<file path="config.mk">
export PLATFORM = sky130hd
export DESIGN_NAME = frlc_ram
export DESIGN_NICKNAME = d
export VERILOG_FILES = /design/src/rtl/frlc_ram.sv
export SDC_FILE = /design/constraint.sdc
export NUM_CORES = 1
export LEC_CHECK = 0
export BUFFER_PORTS_ARGS = -buffer_cell sky130_fd_sc_hd__buf_2
export CORE_UTILIZATION = 28
export DETAILED_ROUTE_END_ITERATION = 6
export SKIP_CTS_REPAIR_TIMING = 1
export SLEW_MARGIN = 25
export SYNTH_ARGS = -nofsm -noshare
export SYNTH_HDL_FRONTEND = slang
export SYNTH_SLANG_ARGS = --single-unit
</file>
<file path="constraint.sdc">
create_clock -name clk_i -period 1.8 [get_ports clk_i]
set_input_delay 0.09 -clock clk_i [delete_from_list [all_inputs] [get_ports clk_i]]
set_output_delay 0.09 -clock clk_i [all_outputs]
set_load 0.02 [all_outputs]
</file>
<file path="src/rtl/frlc_ram.sv">
`timescale 1ns / 1ps
module frlc_ram #(
  parameter int unsigned Width = 8,
  parameter int unsigned Depth = 16
) (
  input  logic                     clk_i,
  input  logic                     we_i,
  input  logic [$clog2(Depth)-1:0] waddr_i,
  input  logic [Width-1:0]         wdata_i,
  input  logic [$clog2(Depth)-1:0] raddr_i,
  output logic [Width-1:0]         rdata_o
);

  logic [Width-1:0] mem_q [Depth];

  always_ff @(posedge clk_i) begin
    if (we_i) begin
      mem_q[waddr_i] <= wdata_i;
    end
    rdata_o <= mem_q[raddr_i];
  end

endmodule

</file>
; ---- After elaboration in Yosys (flattened, before gate mapping)
; Memories as Yosys holds them, arrays and structs flattened. A register that Yosys moved wholly into a read port is not among the register bits.
; Index checks and enable logic that the tools add are counted.
[word_totals]
memories = 1
ram_bits = 128
wordCells = 3
register_bits = 0
output_inout_bits = 8
in_bits = 18
[memory_table]
columns = memory, depth, width, read_ports, rd_clocked_by_memory_dff, wr, line
row1 = mem_q, 16, 8, 1, 1, 1, 14  ; logic [Width-1:0] mem_q [Depth];
[classes]
muxes = 2
[op_table]
columns = cell, n
row1 = 1-bit two-way mux, 2

; ---- Logic depth before layout (Yosys ltp)
; Gate-level depths: netlist (run 1).
[depth]
word_depth = 2
mapped_depth = 5
depth_no_buf = 3

; ---- Worst setup path before layout (run 1)
; OpenSTA, ideal clock, no wires.
[synth_timing]
path_type = input port to flip-flop
start = input waddr_i[2]
end = memory mem_q[0][0], enable pin
path_slack_ns = 0.217
setup_ns = 0.383
required_time_ns = 1.417
stages = 2
n_path_buf = 0
arrival_time_ns = 1.200
path_cell_list = or3b_2 -> nor3_1
[synth_lines]
columns = item, line
row1 = start: declaration, 8  ; input logic [$clog2(Depth)-1:0] waddr_i,
row2 = end: declaration, 14
; No word-level cell before the write port.

==> results of run 1 <==
==> sequential cells by signal (all words and copies together), names as in the netlist <==
name	flops
mem_q	128
rdata_o	8
==> stage by stage <==
step	util, %	hold WS [ns]	area, µm²	total power [mW]
floorplan	-	0.189	5150	3.83
global placement	31.5	0.483	5660	3.98
detailed placement	31.5	0.492	5660	3.99
CTS	34.6	0.0526	6210	7.19
global route	34.6	0.0719	6210	7.33
finish	34.6	0.0687	6210	7.13
==> cell type report <==
type	count	share of cell area, %
flip-flops and latches	136	64.5
multi-input cells	83	17.0
clock buffers	24	7.60
repair buffers	45	5.04
well taps	229	4.62
clock inverters	6	1.23
==> power groups by stage <==
| stage | clock network (mW) | registers [mW] | logic (mW) |
|---|---|---|---|
| floorplan | 0 | 3.65 | 0.180 |
| global placement | 0 | 3.63 | 0.355 |
| detailed placement | 0 | 3.63 | 0.363 |
| CTS | 3.26 | 3.57 | 0.364 |
| global route | 3.38 | 3.57 | 0.385 |
| finish | 3.21 | 3.57 | 0.355 |
==> layout by cell type (no fill, tap or decap) <==
cell type  netlist  layout
clkinv_2         0       1
clkbuf_16        0      17
bufinv_16        0       2
nor2_1          13      13
buf_4            1      17
nand3b_1         2       2
nand2_1          9       9
nor2b_1          1       1
nor3_1           4       4
or3b_2           1       1
clkbuf_1         0       5
mux4_1          14      14
mux4_2          18      18
and2b_1          1       1
buf_12           0       3
edfxtp_1       128     128
nand3_1          1       1
buf_2            3      25
a22oi_1         16      16
and2_1           1       1
dfxtp_1          8       8
clkbuf_8         0       2
clkinv_1         0       3
nand2b_1         2       2
==> how the worst min path moves through the flow <==
stage | to | start | cells past startpoint | slack, ns
2_1_floorplan | mem_q[0][0] | wdata_i[0] | 0 | 0.19
3_3_place_gp | mem_q[14][7] | wdata_i[7] | 1 | 0.48
3_5_place_dp | mem_q[11][7] | wdata_i[7] | 1 | 0.49
4_1_cts | mem_q[12][2] | wdata_i[2] | 1 | 0.05
5_1_grt | mem_q[12][2] | wdata_i[2] | 1 | 0.07
6_report | mem_q[12][7] | wdata_i[7] | 1 | 0.07
==> synth_stat cells <==
master and n:
a22oi_1 16, and2_1 1, and2b_1 1, buf_2 3
buf_4 1, buf_6 3, clkdlybuf4s25_2 3, dfxtp_1 8
edfxtp_1 128, mux4_1 14, mux4_2 18, nand2_1 9
nand2b_1 2, nand3_1 1, nand3b_1 2, nor2_1 13
nor2b_1 1, nor3_1 4, or3b_2 1
==> kinds of logic after synthesis <==
family,after synthesis
flip-flops,136
AND/OR/NAND/NOR,35
multiplexers,32
AO/OA/AOI/OAI,16
buffers and inverters,10
==> routing by layer <==
metal  vias up  share of wire (%)
li1       1081                  -
met1      1277                 43
met2        57                 51
met3        15                4.3
met4         0                1.5
met5         -                  0
==> critical path, delay by kind of cell, from the launching register on <==
kind               cells  cell delay, ns
muxes                  1            0.52
DFF                    1            0.36
AOI/OAI and AO/OA      1            0.29
and+or+nand+nor        1            0.09
==> impl_metrics.env, run 1 <==
export IMPL_syn_inst=229
export IMPL_io_buffers=25
export IMPL_area_growth_pct=20.6
export IMPL_clock_root_buffer="clkbuf_16"
export IMPL_grt_pass1_vias=2686
export IMPL_ys_warn_count=0
export IMPL_ir_worst_vdd_v=0.000814
export IMPL_clk_pin_slew_ns=0.05
export IMPL_worstPathArrival_ns=1.66
export IMPL_firstDrtPassIters=4
export IMPL_crit_path_top_delay_cell="mux4_1"
export IMPL_dpl_worst_slack_ns=0.237
export IMPL_grt_antenna_before_repair=0
export IMPL_nets=301
export IMPL_swShare_pct=19.1
export IMPL_hpwlAfterDp_um=6860
export IMPL_fin_cells=523
export IMPL_clock_path_buffers=2
export IMPL_synth_top_family_by_area="multiplexers"
export IMPL_initialDrtViolationCount=301
export IMPL_max_cap_violations=0
export IMPL_cts_sinks=136
export IMPL_cts_made_buffers=17
export IMPL_met1_usage_pct=15.1
export IMPL_globalRouteMet2Util_pct=20.3
export IMPL_yosysTopAreaCell="edfxtp_1"
export IMPL_io_pins=26
export IMPL_die_h_um=138
export IMPL_setup_viol=0
export IMPL_p_leak_nw=2.08
export IMPL_place_congestion=0.729
export IMPL_synth_distinct_cells=19
export IMPL_synth_compound_area_share_pct=2.33
export IMPL_viasPerCell=4.65
export IMPL_grt_max_degree=33
export IMPL_synth_mux_area_share_pct=15.0
export IMPL_grt_use_met3_pct=3.35
export IMPL_routed_wl_um=10300
export IMPL_ant_nets=0
export IMPL_reg2reg_to="rdata_o[0]"
export IMPL_drc=0
export IMPL_slew_viol_final=0
export IMPL_worstSetupPathType="flop to flop"
export IMPL_cts_tree="built"
export IMPL_ys_seq_elements=136
export IMPL_initial_utilization_pct=28.7
export IMPL_skew_ns=0.00661
export IMPL_avgSynthCellArea_um2=22.5
export IMPL_synth_top_area_share_pct=74.7
export IMPL_outcome="finished, final reports clean"
export IMPL_p_clk_share_pct=45.0
export IMPL_fin_tns_setup_ns=0
export IMPL_critical_path_required_ns=2.09
export IMPL_clk_latency_ns=0.41
export IMPL_max_freq_ghz=0.734
export IMPL_p_switching_mw=1.36
export IMPL_seq_area_um2=4000
export IMPL_rrSetupSlack_ns=0.44
export IMPL_synth_xor_area_share_pct=0
export IMPL_wl_per_cell_um=19.7
export IMPL_cp_slowest_stage_delay_ns=0.52
export IMPL_hold_path_class="input port to flop"
export IMPL_grt_use_total_pct=12.2
export IMPL_rows=49
export IMPL_intPower_mw=5.77
export IMPL_critPathCapture="rdata_o[0]"
export IMPL_cp_max_fo=1
export IMPL_synth_seq_area_share_pct=77.8
export IMPL_rr_worst_depth=3
export IMPL_hold_violations=0
export IMPL_fin_ws_ns=0.437
export IMPL_vias=2430
export IMPL_placed_cells=493
export IMPL_core_um2=18000
export IMPL_grt_busiest_layer="met2"
export IMPL_crit_start="mem_q[1][0]"
export IMPL_grt_pass1_wl_um=16000
export IMPL_min_period_ns=1.36
export IMPL_fin_crit_sh_pct=75.7
export IMPL_worst_pin_slew_ns=0.782
export IMPL_dieArea_um2=18900
export IMPL_comb_power_share_pct=5.0
export IMPL_rsz0062_at_grt="no"
export IMPL_setup_worst_path_end_class="flop"
export IMPL_synth_simple_area_share_pct=3.18
export IMPL_fillers=1665
export IMPL_synthAdderAreaFrac_pct=0
export IMPL_grt_overflow=0
export IMPL_n_antenna_cell=0
export IMPL_synthesis_area_um2=5150
export IMPL_ctsHtreeMaxLevel=4
export IMPL_drive_above_1_share_pct=29.3
export IMPL_r2r_start="mem_q[1][0]"
export IMPL_syn_nets=247
export IMPL_die_w_um=138
export IMPL_multi_input_area_um2=1060
export IMPL_worstPathCellList="mux4_1, a22oi_1, nand2_1"
export IMPL_power_density_nw_per_um2=1150
export IMPL_slew_headroom_pct=47.7
export IMPL_synth_area_top_cells="edfxtp_1, mux4_2, mux4_1, dfxtp_1, a22oi_1"
export IMPL_seqPwrFrac_pct=50.0
export IMPL_cp_start_kind="flop"
No activity file was read; power rests on OpenSTA's default activity.
==> run 2, diff against run 1 <==
--- a/config.mk
+++ b/config.mk
@@ -5,6 +5,7 @@
 export SDC_FILE = /design/constraint.sdc
 export NUM_CORES = 1
 export LEC_CHECK = 0
+export ABC_AREA = 1
 export BUFFER_PORTS_ARGS = -buffer_cell sky130_fd_sc_hd__buf_2
 export CORE_UTILIZATION = 28
 export DETAILED_ROUTE_END_ITERATION = 6
==> constraint.sdc (replaced) <==
create_clock -name clk_i -period 1.1 [get_ports clk_i]
set_input_delay 0.055 -clock clk_i [delete_from_list [all_inputs] [get_ports clk_i]]
set_output_delay 0.055 -clock clk_i [all_outputs]
set_load 0.02 [all_outputs]
==> impl_metrics.env, run 2 <==
export IMPL_ant_nets=0
export IMPL_core_um2=20200
export IMPL_top_regs="mem_q (128), rdata_o (8)"
export IMPL_yosys_most_used_dff="edfxtp_1"
export IMPL_crit_path_top_delay_cell="dfxtp_1"
export IMPL_largest_register="mem_q"
export IMPL_most_common_layout_cells="nand2_1, edfxtp_1, inv_1, nand3_1, buf_4"
export IMPL_synth_seq_area_share_pct=69.4
export IMPL_ys_top_cells_by_count="nand2_1, edfxtp_1, inv_1, nand3_1, nor2_1"
export IMPL_initial_utilization_pct=28.5
export IMPL_slew_headroom_pct=71.7
export IMPL_cts_made_buffers=17
export IMPL_clock_path_buffers=2
export IMPL_initialDrtViolationCount=246
export IMPL_setup_worst_path_end_class="primary output"
export IMPL_fin_cells=884
export IMPL_hold_path_class="input port to flop"
export IMPL_hold_ws_ns=0.0551
export IMPL_synth_area_top_cells="edfxtp_1, nand2_1, nand3_1, inv_1, dfxtp_1"
export IMPL_cp_max_fo=1
export IMPL_synth_top_area_share_pct=66.7
export IMPL_dieArea_um2=21200
export IMPL_ys_seq_elements=136
export IMPL_grt_pass1_vias=3846
export IMPL_grt_overflow=0
export IMPL_avgSynthCellArea_um2=10.5
export IMPL_p_leak_nw=3.01
export IMPL_place_congestion=0.759
export IMPL_fin_crit_sh_pct=94.7
export IMPL_clock_root_buffer="clkbuf_16"
export IMPL_grt_use_total_pct=13.8
export IMPL_cts_tree="built"
export IMPL_place_area_um2=6350
export IMPL_wl_per_cell_um=15.5
export IMPL_vias=3823
export IMPL_ctsHtreeMaxLevel=4
export IMPL_min_period_ns=1.04
export IMPL_hold_violations=0
export IMPL_critical_path_required_ns=1.04
export IMPL_worst_pin_slew_ns=0.424
export IMPL_syn_nets=569
export IMPL_drc=0
export IMPL_io_pins=26
export IMPL_area_growth_pct=21.8
export IMPL_worstPathCellList="buf_4"
export IMPL_design_area_um2=7020
export IMPL_io_buffers=25
export IMPL_hpwlAfterDp_um=8650
export IMPL_yosysTopAreaCell="edfxtp_1"
export IMPL_slew_viol_final=0
export IMPL_worstPathArrival_ns=0.99
export IMPL_cp_slowest_stage_delay_ns=0.39
export IMPL_skew_ns=0.00550
export IMPL_firstDrtPassIters=4
export IMPL_synth_distinct_cells=12
export IMPL_max_freq_ghz=0.960
export IMPL_nets=619
export IMPL_cp_num_buf_inv=1
export IMPL_grt_pass1_wl_um=21400
export IMPL_outcome="finished, final reports clean"
export IMPL_clk_pin_slew_ns=0.06
export IMPL_final_common_cell="nand2_1"
export IMPL_clk_latency_ns=0.42
export IMPL_die_h_um=146
export IMPL_synthesis_area_um2=5770
export IMPL_n_antenna_cell=0
export IMPL_power_density_nw_per_um2=1840
export IMPL_placed_cells=852
export IMPL_fin_tns_setup_ns=0
export IMPL_setup_viol=0
export IMPL_cts_sinks=136
export IMPL_max_cap_violations=0
export IMPL_routed_wl_um=13700
export IMPL_synth_edf_count=128
export IMPL_grt_antenna_before_repair=0
export IMPL_worstSetupPathType="flop to primary output"
export IMPL_grt_max_degree=34
export IMPL_largest_reg_flops=128
export IMPL_syn_inst=551
export IMPL_die_w_um=146
export IMPL_ys_warn_count=0
export IMPL_synth_async_reset_ratio_pct=0
export IMPL_rows=52
export IMPL_critPathTopFamily="flip-flops"
export IMPL_cp_start_kind="flop"
export IMPL_yosysMostFrequentCell="nand2_1"
export IMPL_drive_above_1_share_pct=14.7
export IMPL_ir_worst_vdd_v=0.00104
export IMPL_viasPerCell=4.32
[run 2: logic make-up after synthesis]
kind of cell / count (synthesis) / share of synthesized area (%)
buffers and inverters: 126 / 9.52
DFF: 136 / 69.4
and+or+nand+nor: 289 / 21.0
[run 2: area by class of cell]
type	instances	area [µm²]
flip-flops and latches	136	4000
repair buffers	55	415
multi-input cells	289	1220
fillers	1984	13200
inverters	102	383
clock buffers	18	429
clock inverters	14	230
well taps	270	338
[run 2: final timing paths]
| path | start | end | slack [ns] | cells past startpoint |
|---|---|---|---|---|
| worst max-delay path | rdata_o[0] | rdata_o[0] | 0.06 | 1 |
| worst max register to register | mem_q[1][2] | rdata_o[2] | 0.10 | 6 |
| worst min-delay path | wdata_i[4] | mem_q[9][4] | 0.06 | 1 |
| worst min register to register | mem_q[10][3] | rdata_o[3] | 0.65 | 6 |
[run 2: report_power, final]
| group | switching (mW) | internal, mW | total, mW |
|---|---|---|---|
| Clock | 2.09 | 4.23 | 6.31 |
| Sequential | 0.0462 | 5.79 | 5.84 |
| Combinational | 0.549 | 0.246 | 0.795 |
| Total | 2.68 | 10.3 | 12.9 |
[run 2: stage by stage]
step | total power [mW] | utilization (%) | setup slack, ns
after floorplan | 6.38 | - | 0.0942
after global placement | 6.74 | 31.4 | -0.0144
after detailed placement | 6.75 | 31.4 | -0.0413
after CTS | 13.0 | 34.6 | -0.0120
after global routing | 13.3 | 34.7 | -0.0139
final | 12.9 | 34.7 | 0.0581
[run 2: metal layers]
| layer | routed length (µm) | global-route usage (%) | up-vias |
|---|---|---|---|
| met5 | 0 | 0 | - |
| met4 | 267 | 6.00 | 0 |
| li1 | - | - | 1873 |
| met3 | 652 | 3.45 | 18 |
| met1 | 6180 | 17.8 | 1837 |
| met2 | 6610 | 22.2 | 95 |
==> run 3, diff against run 2 <==
--- a/config.mk
+++ b/config.mk
@@ -7,8 +7,10 @@
 export LEC_CHECK = 0
 export ABC_AREA = 1
 export BUFFER_PORTS_ARGS = -buffer_cell sky130_fd_sc_hd__buf_2
+export CORE_ASPECT_RATIO = 1.2
 export CORE_UTILIZATION = 28
 export DETAILED_ROUTE_END_ITERATION = 6
+export GPL_TIMING_DRIVEN = 0
 export SKIP_CTS_REPAIR_TIMING = 1
 export SLEW_MARGIN = 25
 export SYNTH_ARGS = -nofsm -noshare
==> impl_metrics.env, run 3 (synthesis gave the netlist of run 2 again) <==
export IMPL_grt_pass1_wl_um=21600
export IMPL_die_h_um=159
export IMPL_n_antenna_cell=0
export IMPL_largest_reg_flops=128
export IMPL_worstSetupPathType="input port to flop"
export IMPL_hold_violations=0
export IMPL_wl_per_cell_um=16.3
export IMPL_area_growth_pct=19.5
export IMPL_ir_worst_vdd_v=0.000864
export IMPL_clk_latency_ns=0.41
export IMPL_clk_pin_slew_ns=0.06
export IMPL_cp_max_fo=8
export IMPL_drive_above_1_share_pct=13.9
export IMPL_crit_path_top_delay_cell="nor2_1"
export IMPL_cp_slowest_stage_delay_ns=0.69
export IMPL_rrSetupSlack_ns=0.07
export IMPL_final_util_pct=34.1
export IMPL_worstPathArrival_ns=1.10
export IMPL_nets=610
export IMPL_p_leak_nw=2.94
export IMPL_outcome="finished, final reports clean"
export IMPL_drc=0
export IMPL_dieArea_um2=21200
export IMPL_hpwlAfterDp_um=9340
export IMPL_cp_num_buf_inv=1
export IMPL_initial_utilization_pct=28.6
export IMPL_max_cap_violations=0
export IMPL_fillers=2000
export IMPL_core_um2=20200
export IMPL_largest_register="mem_q"
export IMPL_critical_path_required_ns=1.13
export IMPL_cts_sinks=136
export IMPL_grt_max_degree=17
export IMPL_top_regs="mem_q (128), rdata_o (8)"
export IMPL_grt_antenna_before_repair=0
export IMPL_setup_worst_path_end_class="flop"
export IMPL_skew_ns=0.00743
export IMPL_io_pins=26
export IMPL_rsz0062_at_grt="yes"
export IMPL_routed_wl_um=14200
export IMPL_viasPerCell=4.43
export IMPL_cp_start_kind="input port"
export IMPL_fin_tns_setup_ns=0
export IMPL_critPathTopFamily="simple AND/OR/NAND/NOR gates"
export IMPL_firstDrtPassIters=5
export IMPL_grt_pass1_vias=3730
export IMPL_ctsHtreeMaxLevel=4
export IMPL_cts_made_buffers=17
export IMPL_fin_crit_sh_pct=97.0
export IMPL_max_freq_ghz=0.937
export IMPL_hold_path_class="input port to flop"
export IMPL_cts_tree="built"
export IMPL_io_buffers=22
export IMPL_slew_headroom_pct=43.0
export IMPL_rows=57
export IMPL_initialDrtViolationCount=326
export IMPL_place_congestion=0.836
export IMPL_setup_viol=0
export IMPL_die_w_um=133
export IMPL_power_density_nw_per_um2=1880
export IMPL_ant_nets=0
export IMPL_final_common_cell="nand2_1"
export IMPL_clock_path_buffers=2
export IMPL_vias=3856
export IMPL_worstPathCellList="buf_2, nand3b_1, nor2_1"
export IMPL_min_period_ns=1.07
export IMPL_clock_root_buffer="clkbuf_16"
export IMPL_grt_overflow=0
export IMPL_total_power_mw=13.0
export IMPL_most_common_layout_cells="nand2_1, edfxtp_1, inv_1, nand3_1, buf_2"
export IMPL_grt_use_total_pct=14.0
export IMPL_slew_viol_final=0
export IMPL_worst_pin_slew_ns=0.852
## run 3: cell count changes in the layout (fill, tap and decap cells not counted), sizes merged
cell      before  now
clkinvlp       4    1
buf           55   46
clkbuf        18   21
clkinv         4    5
bufinv         6    5
## run 3: power by group
part           leakage [nW]  internal, mW  switching (mW)  total (mW)
clock network         0.323          4.21            2.12        6.33
registers              1.22          5.79          0.0306        5.82
logic                  1.39         0.225           0.577       0.802
total                  2.94          10.2            2.73        13.0
## run 3: final timing paths
kind                startpoint     endpoint  cells after the start
setup / recovery    waddr_i[3]  mem_q[5][4]                      3
setup reg to reg  mem_q[11][1]   rdata_o[1]                      6
hold reg to reg    mem_q[4][1]   rdata_o[1]                      6
hold / removal      raddr_i[2]   rdata_o[1]                      4
## run 3: area by class of cell
type	instances	area [µm²]	share of cell area, %
plain buffers	24	166	2.42
multi-input cells	289	1230	17.9
inverters	102	383	5.56
flip-flops and latches	136	4000	58.1
repair buffers	22	110	1.60
well taps	265	332	4.81
clock inverters	11	194	2.81
clock buffers	21	470	6.83
## run 3: worst min-delay path, delay by kind of cell
kind / cells / cell delay [ns]
buffers and inverters: 1 / 0.16
and+or+nand+nor: 3 / 0.24
## run 3: routing by layer
layer	wire [µm]	global-route usage, %
met3	601	2.71
met2	7020	22.7
met5	0	0
met1	6150	17.6
met4	397	7.89
## run 3: per-stage QoR
stage               setup slack, ns  cell area, µm²  std cells  hold WS, ns
floorplan                    0.0942            5770        551        0.154
global placement             -0.397            6210        838        0.472
detailed placement           -0.408            6210        838        0.474
CTS                          0.0123            6870        870       0.0541
global route                -0.0350            6890        870       0.0553
finish                       0.0328            6890        870       0.0694
